**src/hdl/brl_pkg.sv**
```systemverilog
package brl_pkg;

   // default list depth
   localparam int DEFAULT_CAPACITY = 128;

   // fixed field widths
   localparam int MODE_W     = 4;
   localparam int KEY_W      = 32;
   localparam int PAYLOAD_W  = 64;
   localparam int POS_W      = 8;
   localparam int STATUS_W   = 3;
   localparam int COUNT_W    = 8;

   // operation codes
   typedef enum logic [MODE_W-1:0] {
      MODE_APPEND     = 4'd0,
      MODE_PREPEND    = 4'd1,
      MODE_SORTED     = 4'd2,
      MODE_REMOVE     = 4'd3,
      MODE_SWAP       = 4'd4,
      MODE_POP_FIRST  = 4'd5,
      MODE_POP_LAST   = 4'd6,
      MODE_READ       = 4'd7,
      MODE_FIND       = 4'd8
   } mode_type;

   // result status codes
   typedef enum logic [STATUS_W-1:0] {
      STAT_OK     = 3'd0,
      STAT_FULL   = 3'd1,
      STAT_EMPTY  = 3'd2,
      STAT_NOKEY  = 3'd3,
      STAT_BADPOS = 3'd4
   } status_type;

   // sequencer states
   typedef enum logic {
      FSM_IDLE,
      FSM_EXEC
   } fsm_type;

   typedef struct packed {
      logic [MODE_W-1:0]       mode;
      logic signed [KEY_W-1:0] entry_key;
      logic [PAYLOAD_W-1:0]    entry_payload;
      logic [POS_W-1:0]        position;
   } req_type;

   typedef struct packed {
      logic [STATUS_W-1:0]     status;
      logic signed [KEY_W-1:0] found_key;
      logic [PAYLOAD_W-1:0]    found_payload;
      logic [COUNT_W-1:0]      entry_count;
      logic                    is_full;
      logic                    is_empty;
   } rsp_type;

   // one stored record
   typedef struct packed {
      logic signed [KEY_W-1:0] key;
      logic [PAYLOAD_W-1:0]    payload;
   } record_type;

   // per-cell load select, at most one bit set
   typedef struct packed {
      logic take_new;
      logic take_left;
      logic take_right;
      logic take_last;
   } cell_ctl_type;

endpackage

```
**src/hdl/brl_scan.sv**
```systemverilog
module brl_scan #(
   parameter int N = brl_pkg::DEFAULT_CAPACITY
) (
   input  logic [N-1:0] bits_in,
   output logic [N-1:0] prefix_out
);

   // inclusive prefix OR toward higher indexes, log-depth doubling
   always_comb begin
      logic [N-1:0] acc;
      acc = bits_in;
      for (int lv = 0; (1 << lv) < N; lv++) begin
         acc = acc | (acc << (1 << lv));
      end
      prefix_out = acc;
   end

endmodule

```
**config.mk**
```make
export PLATFORM = sky130hd
export DESIGN_NAME = brl_scan
export DESIGN_NICKNAME = d
export VERILOG_FILES = /design/src/hdl/brl_pkg.sv /design/src/hdl/brl_scan.sv
export SDC_FILE = /design/constraint.sdc
export NUM_CORES = 1
export LEC_CHECK = 0
export ABC_AREA = 1
export BUFFER_PORTS_ARGS = -buffer_cell sky130_fd_sc_hd__buf_4
export CAP_MARGIN = 30
export CORE_AREA = 2 2 99 101
export DETAILED_ROUTE_END_ITERATION = 10
export DIE_AREA = 0 0 101 103
export PLACE_DENSITY = 0.8
export SYNTH_ARGS = -nofsm -noshare
export SYNTH_HDL_FRONTEND = slang
export SYNTH_SLANG_ARGS = --single-unit
```
**constraint.sdc**
```tcl
create_clock -name vclk -period 2.2
set_input_delay 0.22 -clock vclk [all_inputs]
set_output_delay 0.22 -clock vclk [all_outputs]
set_load 0.05 [all_outputs]
```
**Yosys cells after proc, flatten, opt, wreduce, memory -nomap -nowiden**

Cells that the tools add are included.

- Add/sub/neg operators: 0
- Multiply operators: 0
- Divide/modulo/power cells: 0
- Order comparisons: 0
- Equality and inequality tests: 0
- Shift operators: 0
- Muxes and demuxes: 0
- Bitwise operators: 7
- Reduce and logical (&&, ||, !) cells: 0

Operators with widths:

| kind | number |
|---|---|
| $or 128x128->128 | 7 |

- Bits in registers: 0
- Bits in latches: 0
- RAM bits: 0
- Bits in read-only memories: 0
- Input bits: 128
- Output and inout port bits: 128
- Logic and storage cells: 7
- Memories: 0

**Depth between registers and ports, before layout**

Gate-level depths: netlist of run 1.

- Depth in word-level cells: 7
- Depth in mapped cells: 8
- Gate-level depth less buffers: 8

**Least setup slack after synthesis of run 1**

Ideal clock, no wire load.

- Path type: input to output
- Start: in bits_in[0]
- End: out prefix_out[122]
- Arrival: 2.175 ns
- Path slack: -0.195 ns
- Cell stages on the path: 8
- Cells stage by stage: nor2_4 nand2_2 inv_2 nand3_1 inv_1 nand2_1 nor2_2 nand2_1

- Longest elaborated chain between the ends: 7

RTL lines:

| what | RTL line | RTL |
|---|---|---|
| start, declared | brl_scan.sv:4 | `input logic [N-1:0] bits_in,` |
| $or 128x128->128 (7 in a row) | brl_scan.sv:13 | `acc = acc \| (acc << (1 << lv));` |
| end, declared | brl_scan.sv:5 | `output logic [N-1:0] prefix_out` |

Every way passes these cells.

**Worst setup path after layout of run 1**

- Start: in bits_in[36]
- End: out prefix_out[126]

Same word-level chain as after synthesis.

==> key figures, run 1 <==
Floorplanning
  • IO Count: about 260
  • Die Area: 0.0104 mm²
  • # rows: 36
  • Core area: approximately 0.0095 mm²
  • Die X: slightly above 100 µm
  • Initial core utilization: about 41%
  • Die H: between 100 and 150 µm

Route
  • DRC violations left: 0
  • Routed Antenna Nets: 0
  • Vias: 6338
  • DR WL/cell: between 10 and 15 µm
  • 1st-pass router iterations: 4
  • Routed wire length: about 19000 µm
  • Vias per inst: ~4.7
  • Drt initial violations: 290

Timing
  • RSZ-0062 raised after global routing: false
  • Final Cycle Share: 85.1%
  • Tmin final: 1.87 ns
  • Max-slew violation count: 0
  • Final setup viols: 0
  • Setup TNS: 0 ns
  • Fmax: 0.534 GHz
  • Fin. Hold Viols: 0
  • Worst slew pin tran: 0.336 ns
  • PnR worst setup slack: about 0.33 ns
  • Slew Limit Headroom: 77.5%

Placed design
  • Placer Congestion: 0.990
  • DPL Wire Length: 17300 µm
  • Post-Place Cell Area: between 0.005 and 0.006 mm²
  • I/O Buffers: between 200 and 300
  • Pre-CTS WS: ~0.37 ns

Layout
  • Sequential cells: 0
  • Clock buffers: 0
  • Layout cell share with drive strength beyond 1: 25.5%
  • Reg area: 0 µm²
  • Area Overhead vs Synth: 53.2%
  • Final net count: roughly 1400
  • ANT cells: 0
  • Filler cells: 1041
  • Post-route cell area: 0.00594 mm²
  • Post-layout util: 62.8%

Global route
  • Tot GR Track Use: about a third
  • Vias in the first global route: 6070
  • Initial antenna violation count: 0
  • Largest net degree at the start of global routing: 6
  • Grt ovf: 0
  • First-pass GRT wire length: 27700 µm

Clock network
  • PostCTS Resize Cnt: 0
  • Setup repair bufs after CTS: 0
  • Hold Buf Count CTS: 0

Run status
  • Status: finished, final reports clean

Critical path
  • Critical path arrival: approximately 1.7 ns
  • Critical Path RT: ~2.0 ns
  • Crit Path Category: in -> out
  • Crit-path max FO: 3
  • CP startpoint kind: primary input
  • Crit path capture type: output port

Synthesis
  • Ys Warns: 0
  • Cell variety after synth: 15
  • Synth Net Count: roughly 1100
  • Synth Instances: a little under 1000
  • Post-Syn Area: 0.00388 mm²
  • Syn avg cell area: between 3 and 4 µm²
  • Sequential share of the synthesized area: 0%

Pwr
  • Lkg Pwr: ~0.003 µW
  • Worst vdd ir: ~0.052 mV
  • Overall power: 493 µW
  • PwrDens: slightly above 80 mW/mm²

Run
  • Max cap viols: 0

Min path
  • Hold WC Path Type: in -> out
## path summary, 6_finish.rpt
kind	startpoint	endpoint	slack, ns	cells after the start
worst min-delay path	bits_in[0]	prefix_out[0]	0.75	2
worst max-delay path	bits_in[36]	prefix_out[126]	0.33	10
## cell families (layout without fill, tap and decap cells)
logic type | Yosys count | count (layout) | share of synthesized area (%)
simple gates | 762 | 762 | 79.4
buf+inv | 212 | 467 | 20.6
## synth_stat cells, drive strengths merged
| master | count | area share (%) |
|---|---|---|
| and2 | 5 | 0.81 |
| buf | 1 | 0.19 |
| inv | 211 | 20 |
| nand2 | 397 | 40 |
| nand3 | 25 | 3.5 |
| nand4 | 2 | 0.32 |
| nor2 | 330 | 34 |
| or2 | 3 | 0.48 |
## per-stage QoR
step	hold WS, ns	std cells
final	0.747	1343
after global routing	0.757	1343
after detailed placement	0.746	1343
after floorplan	0.607	974
after global placement	0.746	1343
after CTS	0.747	1343
## critical path: stages
cell and delay [ns]:
buf_4 0.11, inv_1 0.08, nand2_1 0.08, nor2_1 0.20, nand2_1 0.14, nor2_1 0.25
nand2_1 0.13, nor2_2 0.16, nand2_1 0.09, buf_4 0.19
## final cells by class
class	count	area, µm²	area share [%]
tap	114	143	2.40
inverter	211	792	13.3
multi-input combinational	762	3090	51.9
timing repair buffer	256	1920	32.3
## power breakdown
| part | total, µW | switching, µW | internal [µW] | leakage (µW) |
|---|---|---|---|---|
| combinational | 493 | 276 | 217 | 0.00295 |
| clock | 0 | 0 | 0 | 0 |
| sequential | 0 | 0 | 0 | 0 |
## layer usage
layer / track usage, % / share of wire [%]
met2: 62.9 / 48
met5: 0 / 0
met3: 5.63 / 7.7
met1: 37.6 / 39
met4: 15.0 / 4.9
## layout by cell type (no fill, tap or decap), drive strengths merged
cell	n
inv	211
and2	5
nand4	2
buf	256
or2	3
nor2	330
nand2	397
nand3	25
Power figures use the tool's default switching activity.
==> run 2: changes to the inputs <==
--- a/config.mk
+++ b/config.mk
@@ -6,12 +6,12 @@
 export NUM_CORES = 1
 export LEC_CHECK = 0
 export ABC_AREA = 1
-export BUFFER_PORTS_ARGS = -buffer_cell sky130_fd_sc_hd__buf_4
 export CAP_MARGIN = 30
 export CORE_AREA = 2 2 99 101
 export DETAILED_ROUTE_END_ITERATION = 10
 export DIE_AREA = 0 0 101 103
-export PLACE_DENSITY = 0.8
+export DONT_BUFFER_PORTS = 1
+export GPL_TIMING_DRIVEN = 0
 export SYNTH_ARGS = -nofsm -noshare
 export SYNTH_HDL_FRONTEND = slang
 export SYNTH_SLANG_ARGS = --single-unit
==> key figures, run 2 (same netlist as run 1, synthesis figures left out) <==
Critical path
  • Crit-path max FO: 5
  • CP top delay family: simple AND/OR/NAND/NOR gates
  • CP peak stage delay: about 0.59 ns
  • WP buf/inv: 2
  • Most frequent CP cell: nor2_4
  • Crit path capture type: output port
  • Critical Path RT: 1.98 ns
  • Critical path arrival: 1.97 ns
  • CP startpoint kind: primary input
  • Slowest CP cell: nand4_1
  • Crit Path Category: in -> out
  • Worst-path cell chain: nor2_4 > nand2_4 > nor2_8 > nand4_1 > nor2_4 > buf_4 > clkinvlp_4

Timing
  • Final Cycle Share: roughly 100%
  • RSZ-0062 raised after global routing: true
  • Tmin final: around 2.2 ns
  • Worst slew pin tran: roughly 0.73 ns
  • Fin. Hold Viols: 0
  • Final setup viols: 0
  • Max-slew violation count: 0
  • Slew Limit Headroom: 50.9%
  • Fmax: between 0.4 and 0.5 GHz

Floorplanning
  • Die X: roughly 100 µm
  • Die Area: around 0.010 mm²
  • Die H: 103 µm
  • IO Count: 256
  • # rows: 36
  • Core area: 0.00946 mm²
  • Initial core utilization: 41.0%

Global route
  • First-pass GRT wire length: between 20000 and 25000 µm
  • Tot GR Track Use: a little under a third
  • Grt ovf: 0
  • Initial antenna violation count: 0
  • Vias in the first global route: a little under 5000
  • Largest net degree at the start of global routing: 6

Layout
  • Area Overhead vs Synth: 9.49%
  • Commonest non-fill, non-tap cell in the layout: nand2_1
  • Clock buffers: 0
  • ANT cells: 0
  • Post-route cell area: 0.00425 mm²
  • Reg area: 0 µm²
  • Final net count: 1108
  • Layout cell share with drive strength beyond 1: 10.6%
  • Post-route non-filler standard cell count: between 1000 and 1500
  • Sequential cells: 0
  • Most frequent cells in the layout: 353 x nand2_1, 298 x nor2_1, 200 x inv_1

Route
  • DRC violations left: 0
  • Vias per inst: between 4 and 5
  • 1st-pass router iterations: 4
  • Drt initial violations: between 150 and 200
  • Routed wire length: between 15000 and 20000 µm
  • Vias: between 5000 and 6000
  • Routed Antenna Nets: 0
  • DR WL/cell: between 15 and 20 µm

Placed design
  • Post-Place Cells: approximately 1100
  • Placer Congestion: between 1 and 1.5
  • Post-Place Cell Area: roughly 0.0040 mm²
  • DPL Wire Length: between 15000 and 20000 µm
  • I/O Buffers: 0

Min path
  • Hold WC Path Type: in -> out

Pwr
  • Lkg Pwr: about 0.0019 µW
  • PwrDens: 68.5 mW/mm²
  • Worst vdd ir: roughly 0.036 mV

Run status
  • Status: finished, final reports clean

Run
  • Max cap viols: 0
run 2: changes by cell type in the layout (fill, tap and decap cells not counted), moves of 5 or more:
cell / before / now
nand2_1: 381 / 353
nor2_4: 4 / 9
nand3_1: 22 / 16
nor2_1: 304 / 298
nand2_4: 3 / 8
nand2_2: 13 / 36
buf_4: 256 / 5
run 2: final timing paths:
check       start        endpoint  slack [ns]  depth (start not counted)
max    bits_in[0]  prefix_out[49]        0.01                          7
min    bits_in[0]   prefix_out[0]        0.61                          1
run 2: per-layer routing:
layer / global-route usage (%) / vias to the layer above / part of all wire (%)
met5: 0 / - / 0
met4: 6.03 / 0 / 2.2
met3: 6.31 / 23 / 8.6
met2: 57.8 / 219 / 50
met1: 34.2 / 2288 / 39
li1: - / 2766 / -
run 2: where the power goes:
part	total (µW)	internal, µW	switching (µW)
clock network	0	0	0
registers	0	0	0
logic	291	75.0	216
total	291	75.0	216
run 2: layout make-up:
type / instances / area, µm²
fillers: 1273 / 5210
multi-input cells: 762 / 3270
inverters: 211 / 800
well taps: 114 / 143
repair buffers: 4 / 30.0
plain buffers: 1 / 7.51
run 2: per-stage QoR:
stage / TNS [ns] / utilization (%) / hold WS [ns] / power, µW / worst slack (ns)
floorplan: 0 / - / 0.607 / 218 / 0.0103
global placement: -3.59 / 42.6 / 0.609 / 291 / -0.207
detailed placement: -3.65 / 42.6 / 0.608 / 290 / -0.250
CTS: -0.105 / 43.3 / 0.608 / 291 / -0.0452
global route: -0.0414 / 44.9 / 0.610 / 334 / -0.0414
finish: 0 / 44.9 / 0.608 / 291 / 0.0105
run 2: repair_timing:
| item | 4_1_cts | 5_1_grt |
|---|---|---|
| hold buffers | 0 | 0 |
| setup buffers | 0 | 4 |
| endpoints found under the setup margin | 36 | 39 |
| resized for setup | 21 | 33 |
| pin swaps | 0 | 1 |
