**src/hdl/brl_pkg.sv**
```systemverilog
package brl_pkg;

   // default list depth
   localparam int DEFAULT_CAPACITY = 128;

   // fixed field widths
   localparam int MODE_W     = 4;
   localparam int KEY_W      = 32;
   localparam int PAYLOAD_W  = 64;
   localparam int POS_W      = 8;
   localparam int STATUS_W   = 3;
   localparam int COUNT_W    = 8;

   // operation codes
   typedef enum logic [MODE_W-1:0] {
      MODE_APPEND     = 4'd0,
      MODE_PREPEND    = 4'd1,
      MODE_SORTED     = 4'd2,
      MODE_REMOVE     = 4'd3,
      MODE_SWAP       = 4'd4,
      MODE_POP_FIRST  = 4'd5,
      MODE_POP_LAST   = 4'd6,
      MODE_READ       = 4'd7,
      MODE_FIND       = 4'd8
   } mode_type;

   // result status codes
   typedef enum logic [STATUS_W-1:0] {
      STAT_OK     = 3'd0,
      STAT_FULL   = 3'd1,
      STAT_EMPTY  = 3'd2,
      STAT_NOKEY  = 3'd3,
      STAT_BADPOS = 3'd4
   } status_type;

   // sequencer states
   typedef enum logic {
      FSM_IDLE,
      FSM_EXEC
   } fsm_type;

   typedef struct packed {
      logic [MODE_W-1:0]       mode;
      logic signed [KEY_W-1:0] entry_key;
      logic [PAYLOAD_W-1:0]    entry_payload;
      logic [POS_W-1:0]        position;
   } req_type;

   typedef struct packed {
      logic [STATUS_W-1:0]     status;
      logic signed [KEY_W-1:0] found_key;
      logic [PAYLOAD_W-1:0]    found_payload;
      logic [COUNT_W-1:0]      entry_count;
      logic                    is_full;
      logic                    is_empty;
   } rsp_type;

   // one stored record
   typedef struct packed {
      logic signed [KEY_W-1:0] key;
      logic [PAYLOAD_W-1:0]    payload;
   } record_type;

   // per-cell load select, at most one bit set
   typedef struct packed {
      logic take_new;
      logic take_left;
      logic take_right;
      logic take_last;
   } cell_ctl_type;

endpackage

```
**src/hdl/brl_cell.sv**
```systemverilog
module brl_cell (
   input  logic                              clock,
   input  logic                              capture,
   input  logic signed [brl_pkg::KEY_W-1:0]  probe_key,
   input  brl_pkg::cell_ctl_type             ctl,
   input  brl_pkg::record_type               new_rec,
   input  brl_pkg::record_type               left_rec,
   input  brl_pkg::record_type               right_rec,
   input  brl_pkg::record_type               last_rec,
   output brl_pkg::record_type               rec,
   output logic                              hit,
   output logic                              lt
);
   import brl_pkg::*;

   record_type rec_ff, rec_in;
   logic       hit_ff, hit_in;
   logic       lt_ff, lt_in;

   // record load from the request, a neighbor or the tail record
   always_comb begin
      rec_in = rec_ff;
      if (ctl.take_new) begin
         rec_in = new_rec;
      end else if (ctl.take_left) begin
         rec_in = left_rec;
      end else if (ctl.take_right) begin
         rec_in = right_rec;
      end else if (ctl.take_last) begin
         rec_in = last_rec;
      end
   end

   // key compare against the incoming item, held for the commit cycle
   always_comb begin
      hit_in = hit_ff;
      lt_in  = lt_ff;
      if (capture) begin
         hit_in = (rec_ff.key == probe_key);
         lt_in  = ($signed(rec_ff.key) < $signed(probe_key));
      end
   end

   always_ff @(posedge clock) begin
      rec_ff <= rec_in;
      hit_ff <= hit_in;
      lt_ff  <= lt_in;
   end

   assign rec = rec_ff;
   assign hit = hit_ff;
   assign lt  = lt_ff;

endmodule

```
**config.mk**
```make
export PLATFORM = sky130hd
export DESIGN_NAME = brl_cell
export DESIGN_NICKNAME = d
export VERILOG_FILES = /design/src/hdl/brl_pkg.sv /design/src/hdl/brl_cell.sv
export SDC_FILE = /design/constraint.sdc
export NUM_CORES = 1
export LEC_CHECK = 0
export BUFFER_PORTS_ARGS = -buffer_cell sky130_fd_sc_hd__buf_4
export CORE_AREA = 2 2 205 207
export CTS_CLUSTER_DIAMETER = 150
export DETAILED_ROUTE_END_ITERATION = 10
export DIE_AREA = 0 0 207 209
export HOLD_SLACK_MARGIN = 0.1
export SLEW_MARGIN = 20
export SYNTH_ARGS = -nofsm -noshare
export SYNTH_HDL_FRONTEND = slang
export SYNTH_SLANG_ARGS = --single-unit
```
**constraint.sdc**
```tcl
create_clock -name clock -period 8.5 [get_ports clock]
set_input_delay 0.85 -clock clock [delete_from_list [all_inputs] [get_ports clock]]
set_output_delay 0.85 -clock clock [all_outputs]
set_load 0.02 [all_outputs]
```
**Yosys cells after proc, flatten, opt, wreduce, memory -nomap -nowiden**

Index checks and enable logic that the tools add are counted.

- $lt $le $gt $ge: 1
- Eq/ne operators: 1
- Mux-type cells: 4
- Reductions and logical operators: 1

Operators by type and width:

| operator | count |
|---|---|
| two-way mux 96 bit | 4 |
| equality test 32 bit | 1 |
| < comparator 32 bit | 1 |
| nonzero test 4 bit | 1 |

- Flip-flop bits (word level): 98
- Input bits: 422
- Output and inout bits: 98

**Longest topological paths before layout**

Gate-level depths: netlist of the first run.

- Word-level depth: 4
- Depth in mapped cells: 7
- Mapped depth without buffers: 7

**Worst setup path before layout of the first run**

OpenSTA, ideal clock, no wires.

- Path kind: input-to-reg
- Start point: in ctl[1] (netlist bit)
- End point: reg rec_ff (netlist bit rec[0]) (enable)
- Library setup time: 460 ps
- Arrival: 3,623 ps
- Data required time: 8,040 ps
- Setup slack: 4,418 ps
- Stages on the path: 4
- Cell sequence: clkbuf_1 > buf_2 > buf_4 > or4_1

- Longest elaborated chain between the ends: 1

Ends and longest elaborated chain:

| what | line | text |
|---|---|---|
| start, declared | brl_cell.sv:5 | `input brl_pkg::cell_ctl_type ctl,` |
| nonzero test 4 bit (no source line) | - |  |
| end signal, assigned | brl_cell.sv:45 | `rec_ff <= rec_in;` |
| end, declared | brl_cell.sv:16 | `record_type rec_ff, rec_in;` |

Every way passes these cells.
A chain may end at the register's enable or synchronous reset.

**Final worst setup path of the first run**

- Start point: in ctl[3] (netlist bit)
- End point: reg rec_ff (netlist bit rec[41]) (enable)

Same word-level chain as after synthesis.

==> out/metrics.csv, run 1 <==
stage,metric,value,unit
cells_and_area,area_delta_synth_final,70.00,%
cells_and_area,final_common_cell,buf_4,
cells_and_area,drive_gt1_share,44.01,%
power,power_density,135.3,nW/um2
power,peakVddDrop,87.13,uV
sta,worst_pin_slew,1.012,ns
sta,slew_headroom,32.51,%
global_routing,grt_max_degree,102,
cts,numCtsBuffers,9,
global_routing,grt_use_met1,15.37,%
cells_and_area,antenna_cells,0,
drt,firstDrtPassIters,5,
logic_synthesis,synth_cells,749,
cts,cts_setup_buffers,0,
drt,drt-total-wl,28900,um
power,clkPwrFrac,25.6,%
power,p_int,1.056,mW
drt,wire_per_inst,16.28,um
power,swShare,31.16,%
drt,routed_via_density,4.037,
sta,setup_violations,0,
power,design_power_total,1.534,mW
global_routing,grt_pass1_wl,42150,um
logic_synthesis,syn-cell-area,6669,um2
sta,clock_skew,0.002038,ns
floorplan,die_area,43260,um2
global_routing,antenna_found_initial,0,
logic_synthesis,yosys_register_bits,98,
floorplan,num_rows,75,
power,leakagePower,5.468,nW
sta,min_period_over_period,33.80,%
sta,tns,0,ns
logic_synthesis,ys_seq_area_share,44.13,%
cells_and_area,final_cell_mix,"buf_4 (521), a21oi_1 (107), nand2_1 (102)",
cts,clock_latency,0.36,ns
placed_design,portBuffers,519,
critical_path,critPathLaunch,ctl[3],
floorplan,io_pins,520,
critical_path,worstReg2RegEnd,lt,
logic_synthesis,yosysWarnings,0,
min_path,timing.hold.worst.class,primary input to register,
cts,ctsResizeCount,0,
critical_path,worstPathMaxFanout,101,
sta,finalCriticalPeriod,2.873,ns
cts,hold_buffers,0,
cts,cts_num_sinks,98,
global_routing,top_usage_layer,met2,
drt,dr_total_vias,7165,
drt,drc,0,
sta,report.final.slew_viol_count,0,
power,sequentialPowerShare,40.5,%
global_routing,grt_use_total,12.88,%
floorplan,die_h,209,um
placed_design,gp_congestion,0.8772,
run,cap_viol_max_count,0,
sta,final_hold_viol_count,0,
cts,tritoncts,yes,
critical_path,reg2reg_slack,6.35,ns
placed_design,placed_cell_area,11070,um2
cts,clk_path_buf_depth,2,
critical_path,arrival,2.86,ns
critical_path,endpoint,rec[41],
cells_and_area,stdcell_area,11340,um2
critical_path,regToRegStartpoint,rec[71],
logic_synthesis,ys_types,34,
run_status,outcome,completed,
global_routing,gr-usage-met3,3.502,%
critical_path,worstSetupEndpointType,register,
cts,h-tree-depth,3,
cells_and_area,multi_input_area,3376,um2
critical_path,reg2regPathDepth,6,
global_routing,globalRouteOverflowTotal,0,
logic_synthesis,syn_nets,1203,
power,pwr-share-comb,33.9,%
sta,hold_ws,0.7066,ns
cts,root_buffer,clkbuf_16,
critical_path,criticalPathCategory,primary input to register,
drt,ant_nets,0,
floorplan,core_area,41290,um2
global_routing,grt_pass1_vias,7223,
cells_and_area,regArea,2943,um2
placed_design,hpwl,23690,um
cts,cts.clk_slew.worst_paths,0.07,ns
power,p_switching,478.1,uW
global_routing,use_met2,22.74,%
critical_path,start_kind,primary input,
floorplan,dieWidth,207,um
cells_and_area,nFillCells,4414,
floorplan,initial_core_util,16.15,%
cells_and_area,nets,1685,
drt,first_iter_violations,309,
critical_path,required,8.49,ns
logic_synthesis,syn_area_per_cell,8.904,um2
sta,rsz0062_at_grt,false,
sta,max_freq,348.1,MHz
per-layer routing:
layer	up-vias	share of wire (%)	routed length, um
li1	3627	-	-
met1	3233	42	12070
met2	283	51	14610
met3	22	6.4	1844
met4	0	1.3	371
met5	-	0	0
how the worst min path moves through the flow:
stage / start / endpoint / slack [ns] / cells after the start
2_1_floorplan: rec[95] / lt / 0.88 / 2
3_3_place_gp: rec[95] / lt / 0.79 / 2
3_5_place_dp: rec[95] / lt / 0.80 / 2
5_1_grt: capture / lt / 0.68 / 1
6_report: capture / lt / 0.71 / 1
4_1_cts: capture / lt / 0.67 / 1
logic make-up (layout without fill, tap and decap cells):
group / after synthesis / in the layout / share of synthesized area [%]
buf+inv: 89 / 576 / 5.310
fa+ha+maj: 32 / 32 / 6.004
mux: 96 / 96 / 14.41
flops: 98 / 98 / 44.13
simple gates: 218 / 218 / 13.30
compound gates: 216 / 216 / 16.85
flip-flops by register name, indices dropped and copies added, names as in the netlist:
| register | cells |
|---|---|
| hit | 1 |
| lt | 1 |
| rec | 96 |
synth_stat cells:
library cell / number / share of area [%]
a221o_1: 1 / 0.15
o21ai_0: 2 / 0.15
nand2_1: 102 / 5.7
nand4_4: 1 / 0.32
mux2i_1: 96 / 14
nand4_2: 1 / 0.19
and3_1: 1 / 0.094
a211oi_1: 1 / 0.11
nor2b_2: 1 / 0.13
o21ai_1: 96 / 7.2
inv_1: 35 / 2.0
o211ai_1: 1 / 0.11
a21oi_1: 107 / 8.0
nor2_1: 98 / 5.5
or4_1: 1 / 0.11
a221oi_1: 2 / 0.26
nor4_1: 2 / 0.19
clkinv_1: 1 / 0.056
nor3_1: 1 / 0.075
a21o_1: 1 / 0.11
buf_2: 7 / 0.53
clkbuf_1: 36 / 2.0
buf_1: 7 / 0.39
ha_1: 32 / 6.0
nand4_1: 4 / 0.38
a211oi_2: 1 / 0.19
edfxtp_1: 98 / 44
o221ai_1: 1 / 0.13
nand3_1: 4 / 0.30
o21a_1: 2 / 0.23
buf_4: 3 / 0.34
nand2b_1: 1 / 0.094
or4_4: 1 / 0.17
o21bai_2: 1 / 0.17
critical path, stage by stage:
cell and delay (ns):
buf_6 0.49, or4_4 0.70, buf_4 0.70
power groups by stage:
| stage | Sequential [mW] | Combinational, mW | Clock [mW] |
|---|---|---|---|
| after detailed placement | 0.634 | 0.525 | 0 |
| after global routing | 0.628 | 0.565 | 0.433 |
| after global placement | 0.633 | 0.521 | 0 |
| after CTS | 0.624 | 0.526 | 0.414 |
| after floorplan | 0.692 | 0.168 | 0 |
| final | 0.622 | 0.519 | 0.393 |
final cells by class:
cell class	count	area share [%]
clock buffers	11	2.053
clock inverters	5	0.2759
inverters	36	1.192
multi-input cells	562	29.78
flip-flops and latches	98	25.96
well taps	539	5.949
repair buffers	524	34.80
through the flow:
stage	utilization, %	worst slack (ns)	std cells
after global placement	26.82	5.250	1759
after detailed placement	26.82	5.226	1759
after CTS	27.46	5.639	1775
final	27.46	5.627	1775
after floorplan	-	4.418	749
after global routing	27.46	5.408	1775
No activity file was read; power rests on OpenSTA's default activity.
==> run 2, diff against run 1 <==
Settings changed: CORE_AREA 2 2 205 207 to 2 2 201 203, DIE_AREA 0 0 207 209 to 0 0 203 205.
Clock period 8.5 ns to 2.5 ns, I/O delays scaled along.
==> out/metrics.csv, run 2 (synthesis results as in run 1) <==
stage,metric,value,unit,change
run_status,outcome,completed,,
drt,dr_total_vias,7170,,+0.070%
cells_and_area,drive_gt1_share,44.46,%,+0.45 points
critical_path,arrival,2.30,ns,-0.56 ns
critical_path,cpPeakStageDelay,0.57,ns,-0.13 ns
floorplan,initial_core_util,16.94,%,+0.79 points
power,peakVddDrop,298.7,uV,+240%
floorplan,dieWidth,203,um,-1.9%
global_routing,grt_pass1_vias,6997,,-3.1%
power,leakagePower,5.553,nW,+1.6%
cts,clock_latency,0.36,ns,about the same
run,cap_viol_max_count,0,,unchanged
placed_design,gp_congestion,0.9309,,+6.1%
placed_design,hpwl,23720,um,+0.15%
critical_path,required,2.67,ns,-5.82 ns
power,power_density,465.3,nW/um2,+240%
cts,clk_path_buf_depth,2,,unchanged
drt,wire_per_inst,16.13,um,-0.93%
cells_and_area,largest_reg_flops,96,,unchanged
placed_design,place_inst,1754,,-0.28%
critical_path,worstPathCellList,ha_1 > nand4_2 > or4_4 > o21bai_2 > nor2_1 > a221oi_1,,
critical_path,crit_slowest_cell,or4_4,,
global_routing,grt_max_degree,117,,+15%
global_routing,grt_pass1_wl,40520,um,-3.9%
drt,drt-total-wl,28560,um,-1.2%
cells_and_area,nFillCells,4177,,-5.4%
critical_path,worstSetupEndpointType,register,,
cts,cts_setup_buffers,0,,unchanged
cells_and_area,regArea,2943,um2,unchanged
drt,ant_nets,0,,unchanged
cts,cts.clk_slew.worst_paths,0.07,ns,about the same
cts,root_buffer,clkbuf_16,,
sta,rsz0062_at_grt,false,,
critical_path,start_kind,register,,
cells_and_area,multi_input_area,3376,um2,unchanged
placed_design,portBuffers,519,,unchanged
cts,tritoncts,yes,,
global_routing,antenna_found_initial,0,,unchanged
sta,min_period_over_period,85.16,%,
global_routing,grt_use_total,13.05,%,+0.17 points
floorplan,die_area,41620,um2,-3.8%
sta,max_freq,469.7,MHz,
drt,routed_via_density,4.049,,+0.30%
min_path,timing.hold.worst.class,primary input to register,,
drt,drc,0,,unchanged
sta,report.final.slew_viol_count,0,,unchanged
critical_path,worstPathMaxFanout,5,,-95%
floorplan,num_rows,73,,-2.7%
sta,finalCriticalPeriod,2.129,ns,
cells_and_area,nets,1695,,+0.59%
sta,worst_pin_slew,0.7060,ns,-0.3064 ns
sta,final_hold_viol_count,0,,unchanged
sta,tns,0,ns,unchanged
cells_and_area,final_common_cell,buf_4,,
critical_path,criticalPathCategory,register to register,,
global_routing,globalRouteOverflowTotal,0,,unchanged
cells_and_area,antenna_cells,0,,unchanged
cells_and_area,final_cell_mix,"buf_4 (527), a21oi_1 (107), nand2_1 (102)",,
drt,first_iter_violations,282,,-8.7%
cts,cts_num_sinks,98,,unchanged
sta,slew_headroom,52.93,%,+20 points
cts,numCtsBuffers,9,,unchanged
cells_and_area,area_delta_synth_final,71.91,%,
sta,setup_violations,0,,unchanged
floorplan,io_pins,520,,unchanged
cts,h-tree-depth,3,,unchanged
floorplan,die_h,205,um,-1.9%
cells_and_area,stdcell_count,1771,,-0.23%
drt,firstDrtPassIters,4,,-1
floorplan,core_area,39370,um2,-4.7%
sta,clock_skew,0.006194,ns,+0.004155 ns
[run 2: metrics by stage]
stage / utilization [%] / setup slack, ns / hold WS, ns / cell area (um2) / total power [mW]
after detailed placement: 28.35 / 0.3864 / 0.4878 / 11160 / 3.956
after global routing: 29.12 / 0.2193 / 0.1466 / 11460 / 5.651
after CTS: 29.12 / 0.3704 / 0.1318 / 11460 / 5.454
final: 29.12 / 0.3710 / 0.1638 / 11460 / 5.334
after floorplan: - / 0.4007 / 0.3625 / 6673 / 2.922
after global placement: 28.35 / 0.4587 / 0.4832 / 11160 / 3.931
[run 2: what timing repair did]
action                    4_1_cts  5_1_grt
hold buffers                    1        0
gates resized for setup         0        0
hold endpoints to repair        2        0
[run 2: per-layer routing]
layer,track usage (%),wire [um]
met5,0,0
met4,4.588,694
met3,4.438,2286
met2,23.13,14600
met1,14.53,10980
[run 2: report_power, final]
part           internal [mW]  switching (mW)  leakage [nW]
sequential              2.02          0.0785          1.06
combinational          0.915           0.882          4.35
clock                  0.779           0.662         0.144
[run 2: area by class of cell]
cell class,instances,area share (%)
clock buffer,10,1.997
clock inverter,6,0.5675
inverter,36,1.179
multi-input combinational,562,29.44
sequential,98,25.67
tap,525,5.730
timing repair buffer,534,35.41
[run 2: worst paths after layout]
kind | from | to | slack (ns) | cells past startpoint
setup / recovery | rec[95] | lt | 0.37 | 6
hold / removal | new_rec[19] | rec[19] | 0.16 | 3
setup reg to reg | rec[95] | lt | 0.37 | 6
hold reg to reg | rec[95] | lt | 0.83 | 2
[run 2: worst max-delay path, delay by kind of cell, from the launching register on]
| kind | cells | cell delay (ns) |
|---|---|---|
| AOI/OAI and AO/OA | 2 | 0.36 |
| adders and majority gates | 1 | 0.35 |
| DFF | 1 | 0.41 |
| and+or+nand+nor | 3 | 0.81 |
==> run 3, diff against run 2 <==
Settings changed: PLACE_DENSITY set to 0.45, SLEW_MARGIN 20 to not set.
==> out/metrics.csv, run 3 (synthesis results as in run 1) <==
stage,metric,value,unit,change
cells_and_area,nets,1695,,unchanged
sta,finalCriticalPeriod,2.167,ns,+0.03828 ns
min_path,min_path_cells,3,,unchanged
sta,final_hold_viol_count,0,,unchanged
min_path,worstHoldStart,new_rec[24],,
critical_path,required,2.69,ns,+0.02 ns
cells_and_area,final_common_cell,buf_4,,
run,cap_viol_max_count,0,,unchanged
cts,root_buffer,clkbuf_16,,
floorplan,initial_core_util,16.94,%,unchanged
drt,firstDrtPassIters,4,,unchanged
cells_and_area,largest_reg_flops,96,,unchanged
power,leakagePower,5.566,nW,+0.23%
floorplan,num_rows,73,,unchanged
cts,clock_latency,0.37,ns,about the same
floorplan,die_area,41620,um2,unchanged
cts,cts_num_sinks,98,,unchanged
global_routing,grt_max_degree,107,,-8.5%
drt,drc,0,,unchanged
critical_path,worstPathMaxFanout,2,,-3
sta,clock_skew,0.006933,ns,+0.0007394 ns
cts,tritoncts,yes,,
critical_path,arrival,2.35,ns,+0.05 ns
cts,numCtsBuffers,9,,unchanged
placed_design,gp_congestion,0.8554,,-8.1%
run_status,outcome,completed,,
sta,report.final.slew_viol_count,0,,unchanged
cells_and_area,area_delta_synth_final,72.51,%,
critical_path,crit_slowest_cell,edfxtp_1,,
critical_path,start_kind,register,,
critical_path,regToRegStartpoint,rec[70],,
critical_path,worstPathCellList,ha_1 > a21o_1 > a221o_1 > a221oi_1 > o211ai_1 > a221oi_1,,
drt,first_iter_violations,344,,+22%
sta,setup_violations,0,,unchanged
sta,rsz0062_at_grt,false,,
sta,slew_headroom,62.93,%,+10 points
sta,min_period_over_period,86.69,%,+1.5 points
placed_design,portBuffers,519,,unchanged
cells_and_area,nFillCells,4249,,+1.7%
cells_and_area,antenna_cells,0,,unchanged
critical_path,cpPeakStageDelay,0.40,ns,-0.17 ns
critical_path,worstSetupEndpointType,register,,
power,peakVddDrop,295.0,uV,-1.2%
cts,cts.clk_slew.worst_paths,0.07,ns,about the same
min_path,hold_end,rec[24],,
drt,dr_total_vias,7141,,-0.40%
global_routing,grt_pass1_vias,7159,,+2.3%
critical_path,critPathLaunch,rec[70],,
floorplan,die_h,205,um,unchanged
drt,routed_via_density,4.032,,-0.40%
cells_and_area,stdcell_count,1771,,unchanged
min_path,timing.hold.worst.class,primary input to register,,
drt,drt-total-wl,29970,um,+4.9%
critical_path,reg2regPathDepth,6,,unchanged
cts,h-tree-depth,3,,unchanged
cts,clk_path_buf_depth,2,,unchanged
floorplan,dieWidth,203,um,unchanged
global_routing,globalRouteOverflowTotal,0,,unchanged
global_routing,grt_pass1_wl,42610,um,+5.2%
drt,ant_nets,0,,unchanged
cells_and_area,drive_gt1_share,44.46,%,unchanged
critical_path,worstReg2RegEnd,lt,,
floorplan,io_pins,520,,unchanged
power,power_density,465.1,nW/um2,about the same
placed_design,place_inst,1754,,unchanged
critical_path,cpMostUsedCell,a221oi_1,,
cells_and_area,final_cell_mix,"buf_4 (524), a21oi_1 (107), nand2_1 (102)",,
sta,worst_pin_slew,0.5561,ns,-0.1499 ns
critical_path,reg2reg_slack,0.33,ns,-0.04 ns
global_routing,antenna_found_initial,0,,unchanged
cts,cts_setup_buffers,0,,unchanged
global_routing,grt_use_total,13.71,%,+0.66 points
critical_path,criticalPathCategory,register to register,,
sta,tns,0,ns,unchanged
sta,max_freq,461.4,MHz,-1.8%
placed_design,hpwl,24590,um,+3.7%
floorplan,core_area,39370,um2,unchanged
drt,wire_per_inst,16.92,um,+4.9%
## run 3: cell types whose count changed in the layout (fill, tap and decap cells not counted)
cell / previous run / this run
buf_12: 3 / 6
buf_4: 527 / 524
clkinv_2: 1 / 0
clkinv_4: 2 / 3
clkinvlp_4: 0 / 1
inv_6: 1 / 0
## run 3: cell type report
cell class / instances / area (um2) / area share, %
inverters: 36 / 135.1 / 1.175
clock inverters: 6 / 67.56 / 0.5873
clock buffers: 10 / 229.0 / 1.990
well taps: 525 / 656.9 / 5.710
flip-flops and latches: 98 / 2943 / 25.58
repair buffers: 534 / 4098 / 35.62
multi-input cells: 562 / 3376 / 29.34
## run 3: worst max path at each step
stage                        end  slack [ns]  cells past startpoint
after floorplan           rec[0]        0.40                      4
after global placement        lt        0.44                      6
after detailed placement      lt        0.37                      6
after CTS                     lt        0.34                      6
after global routing          lt        0.25                      6
final                         lt        0.33                      6
## run 3: critical path, delay by kind of cell, from the launching register on
family / cells / cell delay (ns)
AO/OA/AOI/OAI: 5 / 1.28
adder cells (fa/ha/maj): 1 / 0.30
flip-flops: 1 / 0.40
## run 3: per-layer routing
metal | wire, um | up-vias | track usage (%)
li1 | - | 3652 | -
met1 | 12000 | 3207 | 16.11
met2 | 15620 | 263 | 24.67
met3 | 1920 | 19 | 3.229
met4 | 431 | 0 | 4.171
met5 | 0 | - | 0
## run 3: what timing repair did
| item | in CTS | in global routing |
|---|---|---|
| hold endpoints to repair | 2 | 0 |
| hold buffers | 1 | 0 |
| resized for setup | 0 | 0 |
## run 3: report_power, final
part           leakage (nW)  switching, mW  internal [mW]  total (mW)
combinational          4.37          0.877          0.919        1.80
sequential             1.06         0.0764           2.02        2.09
clock                 0.140          0.683          0.779        1.46
## run 3: through the flow
step	instance area (um2)	setup WS (ns)	total power, mW	hold WS (ns)	util (%)
6_report	11500	0.3328	5.351	0.1588	29.22
5_1_grt	11500	0.2538	5.657	0.1441	29.22
4_1_cts	11500	0.3351	5.468	0.1276	29.22
3_5_place_dp	11200	0.3671	3.953	0.4798	28.45
3_3_place_gp	11200	0.4445	3.942	0.4827	28.45
2_1_floorplan	6673	0.4007	2.922	0.3625	-
